<file path="src/hw/rtl/grid_region_first_fit_allocator_macros.svh">
// ----------------------------------------------------------------------------
// Assertion macros for the grid region allocator
// Shared concurrent assertion forms, clocked and disabled in reset.
// ----------------------------------------------------------------------------
`ifndef GRID_REGION_FIRST_FIT_ALLOCATOR_MACROS_SVH
`define GRID_REGION_FIRST_FIT_ALLOCATOR_MACROS_SVH

// Property holds in the same cycle.
`define GRFA_ASSERT(lbl, clk, rstn, prop, msg) \
  lbl: assert property (@(posedge clk) disable iff (!rstn) (prop)) else $error(msg);

// Antecedent in this cycle implies consequent in the next.
`define GRFA_ASSERT_NEXT(lbl, clk, rstn, ante, cons, msg) \
  lbl: assert property (@(posedge clk) disable iff (!rstn) (ante) |=> (cons)) else $error(msg);

`endif

</file>
<file path="src/hw/rtl/grfa_pkg.sv">
// ----------------------------------------------------------------------------
// grfa_pkg
// Types and constants shared by the grid region allocator.
// ----------------------------------------------------------------------------
`default_nettype none

package grfa_pkg;

  localparam int GridColsDef = 16;
  localparam int GridRowsDef = 512;

  // internal arithmetic widths, wide enough for any built grid size
  localparam int ColCalcW = 7;
  localparam int RowCalcW = 13;

  localparam logic CfgColsIdx = 1'b0;
  localparam logic CfgRowsIdx = 1'b1;

  typedef struct packed {
    logic [4:0] want_width;
    logic [9:0] want_height;
  } req_t;

  typedef struct packed {
    logic       granted;
    logic [3:0] origin_col;
    logic [8:0] origin_row;
    logic [4:0] got_width;
    logic [9:0] got_height;
    logic [8:0] top_used_row;
  } rsp_t;

  typedef struct packed {
    logic clr;
    logic load;
    logic rd;
    logic chk;
    logic sweep;
    logic mark_init;
    logic mark_rd;
    logic mark_wr;
    logic emit;
  } cmd_t;

  typedef struct packed {
    logic clr_last;
    logic req_zero;
    logic chk_last;
    logic sw_fit;
    logic sw_last_x;
    logic last_y;
    logic have_best;
    logic mark_last;
    logic out_free;
  } sts_t;

endpackage

`default_nettype wire

</file>
<file path="src/hw/rtl/grfa_ctrl.sv">
// ----------------------------------------------------------------------------
// grfa_ctrl
// Sequencer: clearing pass, row checks, anchor sweep, marking, result.
// ----------------------------------------------------------------------------
`default_nettype none

module grfa_ctrl (
  input  wire logic           clk_i,
  input  wire logic           rst_ni,
  input  wire logic           in_valid_i,
  output logic                in_ready_o,
  input  wire grfa_pkg::sts_t sts_i,
  output grfa_pkg::cmd_t      cmd_o
);

  typedef enum logic [8:0] {
    S_CLEAR = 9'b000000001,
    S_IDLE  = 9'b000000010,
    S_RD    = 9'b000000100,
    S_CHK   = 9'b000001000,
    S_SWEEP = 9'b000010000,
    S_MINIT = 9'b000100000,
    S_MRD   = 9'b001000000,
    S_MWR   = 9'b010000000,
    S_DONE  = 9'b100000000
  } state_e;

  state_e state_q, state_d;

  always_comb begin
    state_d    = state_q;
    cmd_o      = '0;
    in_ready_o = 1'b0;
    case (state_q)
      S_CLEAR: begin
        cmd_o.clr = 1'b1;
        if (sts_i.clr_last) state_d = S_IDLE;
      end
      S_IDLE: begin
        in_ready_o = 1'b1;
        if (in_valid_i) begin
          cmd_o.load = 1'b1;
          state_d    = sts_i.req_zero ? S_DONE : S_RD;
        end
      end
      S_RD: begin
        cmd_o.rd = 1'b1;
        state_d  = S_CHK;
      end
      S_CHK: begin
        cmd_o.chk = 1'b1;
        state_d   = sts_i.chk_last ? S_SWEEP : S_RD;
      end
      S_SWEEP: begin
        cmd_o.sweep = 1'b1;
        if (sts_i.sw_fit) begin
          state_d = S_MINIT;
        end else if (sts_i.sw_last_x) begin
          if (!sts_i.last_y) state_d = S_RD;
          else state_d = sts_i.have_best ? S_MINIT : S_DONE;
        end
      end
      S_MINIT: begin
        cmd_o.mark_init = 1'b1;
        state_d         = S_MRD;
      end
      S_MRD: begin
        cmd_o.mark_rd = 1'b1;
        state_d       = S_MWR;
      end
      S_MWR: begin
        cmd_o.mark_wr = 1'b1;
        state_d       = sts_i.mark_last ? S_DONE : S_MRD;
      end
      S_DONE: begin
        if (sts_i.out_free) begin
          cmd_o.emit = 1'b1;
          state_d    = S_IDLE;
        end
      end
      default: state_d = S_CLEAR;
    endcase
  end

  always_ff @(posedge clk_i or negedge rst_ni) begin
    if (!rst_ni) begin
      state_q <= S_CLEAR;
    end else begin
      state_q <= state_d;
    end
  end

endmodule

`default_nettype wire

</file>
<file path="config.mk">
export PLATFORM = sky130hd
export DESIGN_NAME = grfa_ctrl
export DESIGN_NICKNAME = d
export VERILOG_FILES = /design/src/hw/rtl/grid_region_first_fit_allocator_macros.svh /design/src/hw/rtl/grfa_pkg.sv /design/src/hw/rtl/grfa_ctrl.sv
export SDC_FILE = /design/constraint.sdc
export NUM_CORES = 1
export LEC_CHECK = 0
export BUFFER_PORTS_ARGS = -buffer_cell sky130_fd_sc_hd__buf_2
export CORE_MARGIN = 2
export CORE_UTILIZATION = 52
export CTS_BUF_LIST = sky130_fd_sc_hd__clkbuf_2
export CTS_CLUSTER_SIZE = 40
export DETAILED_ROUTE_END_ITERATION = 12
export GPL_TIMING_DRIVEN = 0
export PLACE_DENSITY = 0.8
export SETUP_SLACK_MARGIN = 0.5
export SLEW_MARGIN = 10
export SYNTH_ARGS = -nofsm -noshare
export SYNTH_HDL_FRONTEND = slang
export SYNTH_SLANG_ARGS = --single-unit
export TNS_END_PERCENT = 50
</file>
<file path="constraint.sdc">
create_clock -name clk_i -period 1.8 [get_ports clk_i]
set_input_delay 0.18 -clock clk_i [delete_from_list [all_inputs] [get_ports clk_i]]
set_output_delay 0.18 -clock clk_i [all_outputs]
set_load 0.01 [all_outputs]
</file>
==> results by group, run 1 <==
Yosys
  – Yosys top cell area share: 27.35%
  – Top post-synthesis cells by area: dfrtp_1, nor4_4, dfstp_2
  – Netlist cell types: 37
  – Synth area leader: dfrtp_1
  – Count leader, synth: dfrtp_1
  – Register area share after synthesis: between 30 and 40%
  – EDFF count, synth: 0
  – Syn nets: 94
  – Cells after Synth: 82
  – Post-synth top cells: dfrtp_1, inv_1, nor2_1
  – Async set-or-reset flop fraction in the synthesized netlist: between 90% and 100%
  – Netlist Area Pre-Place: ~730 sq um
  – Synth Register Bits: 9
  – Top FF cell, synth: dfrtp_1
  – Synthesized area per cell: about 8.9 sq um
  – Synthesis Warnings: 0

Placement
  – PortBufs: 21
  – GPL Wtd Cong: 0.7607
  – Cell count after placement: 118
  – Post-DP HPWL: 1405 microns

Floorplanning
  – # rows: 13
  – Die Y: 41.52 microns
  – Horiz. Die Dim: 41.52 microns
  – Ports: 22
  – Initial Util: around 56%

Timing
  – Category of the worst endpoint: register data pin
  – GR repair worst EP: state_q[2]$_DFFE_PN0P_/D

CTS
  – H-tree depth: 1
  – Inserted Clock Buffers: 3
  – Clock buffer depth: 2
  – Clock tree root buffer cell: clkbuf_2
  – Clock sinks: 9

Status
  – Status: aborted with a tool error
  – Stop stage: global routing
  – Tool error: [ERROR DPL-0033] detailed placement checks failed during check placement.

GRT
  – Initial antenna violation count: 1
  – Largest net degree at the start of global routing: 10
[kinds of logic after synthesis]
family / synth area share (%)
and+or+nand+nor: 38.29
AOI/OAI and AO/OA: 18.80
buffers and inverters: 8.375
DFF: 30.94
xor gates and xnor gates: 3.590
[timing repair]
| item | 4_1_cts |
|---|---|
| endpoints found under the setup margin | 18 |
| gates resized for setup | 23 |
| hold buffers | 1 |
| buffers inserted | 14 |
| pin swaps | 8 |
| hold endpoints to repair | 8 |
[stage by stage]
| step | hold WS [ns] | utilization, % | setup slack [ns] | cell area (sq um) |
|---|---|---|---|---|
| global placement | 0.04503 | 67.69 | -0.03458 | 880.8 |
| detailed placement | 0.04531 | 67.69 | -0.02901 | 880.8 |
| floorplan | -0.1156 | - | 0.1892 | 757.0 |
| CTS | 0.1346 | 87.12 | -0.03243 | 1134 |
==> run 2: changes to the inputs <==
Settings changed: CORE_AREA from default to 2 2 63 65, CORE_MARGIN 2 to default, CORE_UTILIZATION 52 to default, CTS_BUF_LIST sky130_fd_sc_hd__clkbuf_2 to default, CTS_CLUSTER_SIZE 40 to default, DIE_AREA from default to 0 0 65 67, PLACE_DENSITY 0.8 to default, PLACE_DENSITY_LB_ADDON from default to 0.15, SETUP_SLACK_MARGIN 0.5 to default.
==> run 2 against run 1 <==
Synthesized area stayed put. The flow now finishes, with violations (negative setup slack). Synthesized cell count unchanged.
==> results by group, run 2 <==
Power
  – Pwr Total: 1373 uW
  – Leakage: about 0.00057 uW
  – PD cells: 1145 nW/um^2
  – Max VDD drop: approximately 380 uV

Timing
  – Clock skew: 0.0003657 ns
  – Setup ws final: -0.02253 ns
  – Fin crit share: 101.3%
  – Fin Setup TNS: -0.02253 ns
  – WHS: ~0.17 ns
  – Slew HR: 75.84%
  – RSZ-0062 raised after global routing: yes
  – Period minus WS final: 1.823 ns
  – Slew @ Worst Pin: 0.3595 ns
  – # setup viols final: 1
  – Fin. max-slew vios: 0
  – Max Fclk: 548.7 MHz
  – Final hold vios: 0

Worst setup path
  – Worst Path Max Fanout: 5
  – Crit end category: flip-flop
  – Worst EP required: 1.93 ns
  – Kind of start point of the critical path: flip-flop
  – R2R depth: 5
  – WS Path Type: flip-flop to flip-flop
  – Arr. time, crit path: 1.96 ns

Placement
  – PortBufs: 21
  – Post-DP HPWL: 1574 microns
  – GPL Wtd Cong: 0.7088
  – Cell count after placement: 151

Final layout
  – Fill cells: 377
  – N_diodes: 0
  – Max reg flops: 9
  – Area Overhead vs Synth: 63.76%
  – Biggest register: state_q
  – Largest regs: state_q: 9 flops
  – NumNets Final: 135
  – Finished Layout Cells: 170
  – Commonest non-fill, non-tap cell in the layout: buf_2
  – Layout cells sized above 1: between 50% and 60%
  – Final core occ: 33.24%
  – Most frequent cells in the layout: buf_2, buf_4, buf_6, inv_1, nor2_1

Floorplanning
  – Ports: 22
  – Die area: 4355 sq um
  – Initial Util: 20.30%
  – Core area: 3606 sq um
  – Die Y: roughly 67 microns
  – Horiz. Die Dim: 65 microns
  – # rows: 22

Yosys
  – Register area share after synthesis: between 30% and 40%
  – Synthesized area per cell: around 8.9 sq um
  – Syn nets: 94
  – Netlist Area Pre-Place: 732.0 sq um
  – Synth Register Bits: 9
  – Top post-synthesis cells by area: dfrtp_1, nor4_4, dfstp_2
  – Yosys top cell area share: 27.35%
  – Synth area leader: dfrtp_1
  – Count leader, synth: dfrtp_1
  – EDFF count, synth: 0
  – Top FF cell, synth: dfrtp_1
  – Cells after Synth: roughly 80
  – Async set-or-reset flop fraction in the synthesized netlist: 100.0%
  – Netlist cell types: 37
  – Post-synth top cells: dfrtp_1, inv_1, nor2_1
  – Synthesis Warnings: 0

GRT
  – First-pass GRT wire length: ~3400 microns
  – Gr usage total: 10.36%
  – Initial antenna violation count: 0
  – Congestion Overflow GR: 0
  – Vias in the first global route: 680
  – Largest net degree at the start of global routing: 10

CTS
  – Clock insertion delay at the later pin of the skew report: ~0.23 ns
  – H-tree depth: 1
  – Clock buffer depth: 2
  – Clock sinks: 9
  – CTS tree: done
  – Clock tree root buffer cell: clkbuf_8
  – Reg clk slew, reported paths: 0.05 ns
  – Inserted Clock Buffers: 3

Detailed routing
  – DRC: 0
  – Final ANT Viol Nets: 0
  – Initial drt markers: 18
  – Number of vias per cell: 4.547
  – Via count: 773
  – Final WL: 2196 microns
  – Routed wire length per instance: 12.92 microns
  – First drt pass iteration count: 4

Hold path
  – Hold path depth: 2
  – Class of the worst hold path: input pin to flip-flop

Status
  – Failing checks: negative setup slack
  – Status: finished, violations left

Job
  – Maxcap violations: 0
## run 2: timing repair
action	in CTS	in global routing
buffers inserted	3	12
gates cloned	0	1
hold buffers	1	0
pin swaps	6	9
resized for setup	7	23
endpoints found under the hold margin	8	0
setup endpoints to repair	11	12
## run 2: path summary, 6_finish.rpt
check / start / to / slack [ns]
hold / removal: in_valid_i / state_q[1] / 0.17
hold reg to reg: state_q[6] / state_q[7] / 0.71
setup reg to reg: state_q[8] / state_q[2] / -0.02
min in group asynchronous: rst_ni / state_q[3] / 0.34
setup / recovery: state_q[8] / state_q[2] / -0.02
max in group asynchronous: rst_ni / state_q[0] / 1.21
## run 2: metal layers
layer / vias up / GRT usage [%] / routed length, microns
met5: - / 0 / 0
li1: 390 / - / -
met3: 2 / 3.547 / 95
met1: 363 / 14.33 / 1029
met4: 0 / 1.596 / 14
met2: 18 / 15.72 / 1057
## run 2: cell families after synthesis
group	share of synthesized area, %
buffers and inverters	8.375
AOI/OAI and AO/OA	18.80
xor gates and xnor gates	3.590
DFF	30.94
and+or+nand+nor	38.29
## run 2: area by class of cell
type / count / area, sq um / area share (%)
Tap cell: 48 / 60.06 / 5.010
Inverter: 8 / 33.78 / 2.818
Clock buffer: 3 / 41.29 / 3.445
Multi-Input combinational cell: 60 / 533.0 / 44.47
Sequential cell: 9 / 230.2 / 19.21
Clock inverter: 1 / 5.005 / 0.4175
Timing Repair Buffer: 38 / 265.3 / 22.13
Buffer: 3 / 30.03 / 2.505
## run 2: critical path, stage by stage, from the launching register on
cell and delay (ns):
dfrtp_1 0.37, buf_6 0.13, nor4_4 0.32, nand3_2 0.19
or3_4 0.38, a2111oi_4 0.33
## run 2: through the flow
stage,cell area (sq um),setup WS (ns)
after floorplan,732.0,0.1573
after global placement,897.1,-0.1226
after detailed placement,897.1,-0.09220
after CTS,1002,-0.02637
after global routing,1199,-0.1300
final,1199,-0.02253
## run 2: power by group
| part | internal [uW] | switching (uW) | total (uW) |
|---|---|---|---|
| registers | 251 | 85.0 | 335 |
| clock network | 152 | 90.9 | 243 |
| logic | 421 | 374 | 795 |
| total | 823 | 550 | 1370 |
No activity file was read; power rests on OpenSTA's default activity.
==> run 3: changes to the inputs <==
Settings changed: CAP_MARGIN from default to 25, RECOVER_POWER from default to 100.
==> run 3 against run 2 <==
The run still ends with negative setup slack left. Total power shrank 0.40%. Sequential power is essentially flat. Final area shrank 0.42%. Critical path type unchanged. Largest cell class unchanged. Clock power is essentially flat.
==> results by group, run 3 (synthesized netlist as in run 2, its figures left out) <==
Power
  – Max VDD drop: 376.3 uV
  – Leakage: 0.0005596 uW
  – Pwr Total: 1367 uW
  – PD cells: 1146 nW/um^2

Worst setup path
  – Reg2Reg Setup Slack: -0.02 ns
  – Worst Path Max Fanout: 5
  – CP top delay family: simple AND/OR/NAND/NOR gates
  – Crit end category: flip-flop
  – Worst EP required: 1.93 ns
  – Critical path depth: 5
  – Arr. time, crit path: 1.96 ns
  – Reg-to-reg startpoint: state_q[8]
  – Critical Path Max Stage Delay: 0.38 ns
  – Slowest library cell on the worst path: or3_4
  – CP Cell Sequence: buf_6, nor4_4, nand3_2, or3_4, a2111oi_4
  – WS Path Type: flip-flop to flip-flop
  – R2R Path End: state_q[2]
  – Crit path capture: state_q[2]
  – Kind of start point of the critical path: flip-flop
  – R2R depth: 5
  – Setup crit start: state_q[8]
  – WP buf/inv: 1

Floorplanning
  – # rows: 22
  – Die Y: 67 microns
  – Initial Util: 20.30%
  – Core area: 3606 sq um
  – Die area: 4355 sq um
  – Horiz. Die Dim: approximately 65 microns
  – Ports: 22

Final layout
  – N_diodes: 0
  – Largest regs: state_q: 9 flops
  – Max reg flops: 9
  – Biggest register: state_q
  – Final core occ: around a third
  – Area Overhead vs Synth: 63.08%
  – Commonest non-fill, non-tap cell in the layout: buf_2
  – Layout cells sized above 1: a little under three fifths
  – Most frequent cells in the layout: buf_2, buf_4, buf_6, inv_1, nor2_1
  – NumNets Final: approximately 140

Timing
  – # setup viols final: 3
  – Fin. max-slew vios: 0
  – Setup ws final: -0.02253 ns
  – Slew HR: between 60% and 70%
  – WHS: 0.1655 ns
  – Final hold vios: 0
  – Period minus WS final: 1.823 ns
  – Slew @ Worst Pin: around 0.55 ns
  – Fin crit share: 101.3%
  – RSZ-0062 raised after global routing: yes
  – Max Fclk: approximately 550 MHz
  – Clock skew: around 0.00036 ns

CTS
  – H-tree depth: 1
  – Clock tree root buffer cell: clkbuf_8
  – Inserted Clock Buffers: 3
  – CTS tree: done
  – Clock insertion delay at the later pin of the skew report: 0.23 ns
  – Clock sinks: 9
  – Clock buffer depth: 2
  – Reg clk slew, reported paths: 0.05 ns

Detailed routing
  – Via count: 775
  – Final WL: ~2200 microns
  – Wl on met1: 1026 microns
  – Highest routed layer: met4
  – Routed wire length per instance: 12.90 microns
  – Initial drt markers: 18
  – Met3 routed WL: 95 microns
  – Final ANT Viol Nets: 0
  – Routed wl met2: around 1100 microns
  – First drt pass iteration count: 4
  – Number of vias per cell: 4.559
  – DRC: 0

GRT
  – Gr usage total: 10.36%
  – Vias in the first global route: 680
  – Largest net degree at the start of global routing: 10
  – Initial antenna violation count: 0
  – Congestion Overflow GR: 0
  – First-pass GRT wire length: 3353 microns

Status
  – Status: finished, violations left
  – Failing checks: negative setup slack

Placement
  – GPL Wtd Cong: approximately 0.71
  – Post-DP HPWL: approximately 1600 microns
  – PortBufs: 21
  – Setup Slack @ Placement: -0.09220 ns

Hold path
  – Class of the worst hold path: input pin to flip-flop

Job
  – Maxcap violations: 0
-- run 3: cell types whose count changed in the layout (fill, tap and decap cells not counted), sizes merged --
| cell | delta |
|---|---|
| buf | -2 |
| clkbuf | +2 |
-- run 3: area by class of cell --
type / count / area, sq um
inverter: 8 / 33.78
clock inverter: 1 / 5.005
tap: 48 / 60.06
fill: 378 / 2412
sequential: 9 / 230.2
timing repair buffer: 38 / 260.3
clock buffer: 3 / 41.29
multi-input combinational: 60 / 533.0
buffer: 3 / 30.03
-- run 3: worst min path at each step --
stage                from    endpoint  slack (ns)  cells past startpoint
6_report       in_valid_i  state_q[1]        0.17                      2
4_1_cts        in_valid_i  state_q[1]        0.15                      2
5_1_grt        in_valid_i  state_q[1]        0.16                      2
2_1_floorplan      rst_ni  state_q[1]       -0.12                      0
3_5_place_dp       rst_ni  state_q[3]        0.05                      1
3_3_place_gp       rst_ni  state_q[3]        0.05                      1
-- run 3: where the power goes --
| part | internal [uW] | switching (uW) |
|---|---|---|
| sequential | 251 | 84.9 |
| combinational | 416 | 374 |
| clock | 152 | 90.9 |
-- run 3: metal layers --
layer,GRT usage [%],vias to the layer above
met5,0,-
met3,3.547,2
met4,1.596,0
met2,15.72,18
li1,-,390
met1,14.33,365
-- run 3: what timing repair did --
item / CTS / global route
hold endpoints to repair: 8 / 0
gates resized for setup: 7 / 23
setup endpoints to repair: 11 / 12
pin swaps: 6 / 9
hold buffers: 1 / 0
buffers inserted: 3 / 12
gates cloned: 0 / 1
-- run 3: per-stage QoR --
stage	cell area, sq um	setup TNS (ns)	cells
2_1_floorplan	732.0	0	82
3_3_place_gp	897.1	-0.3605	151
3_5_place_dp	897.1	-0.2628	151
4_1_cts	1002	-0.05385	158
5_1_grt	1194	-0.6453	170
6_report	1194	-0.04781	170
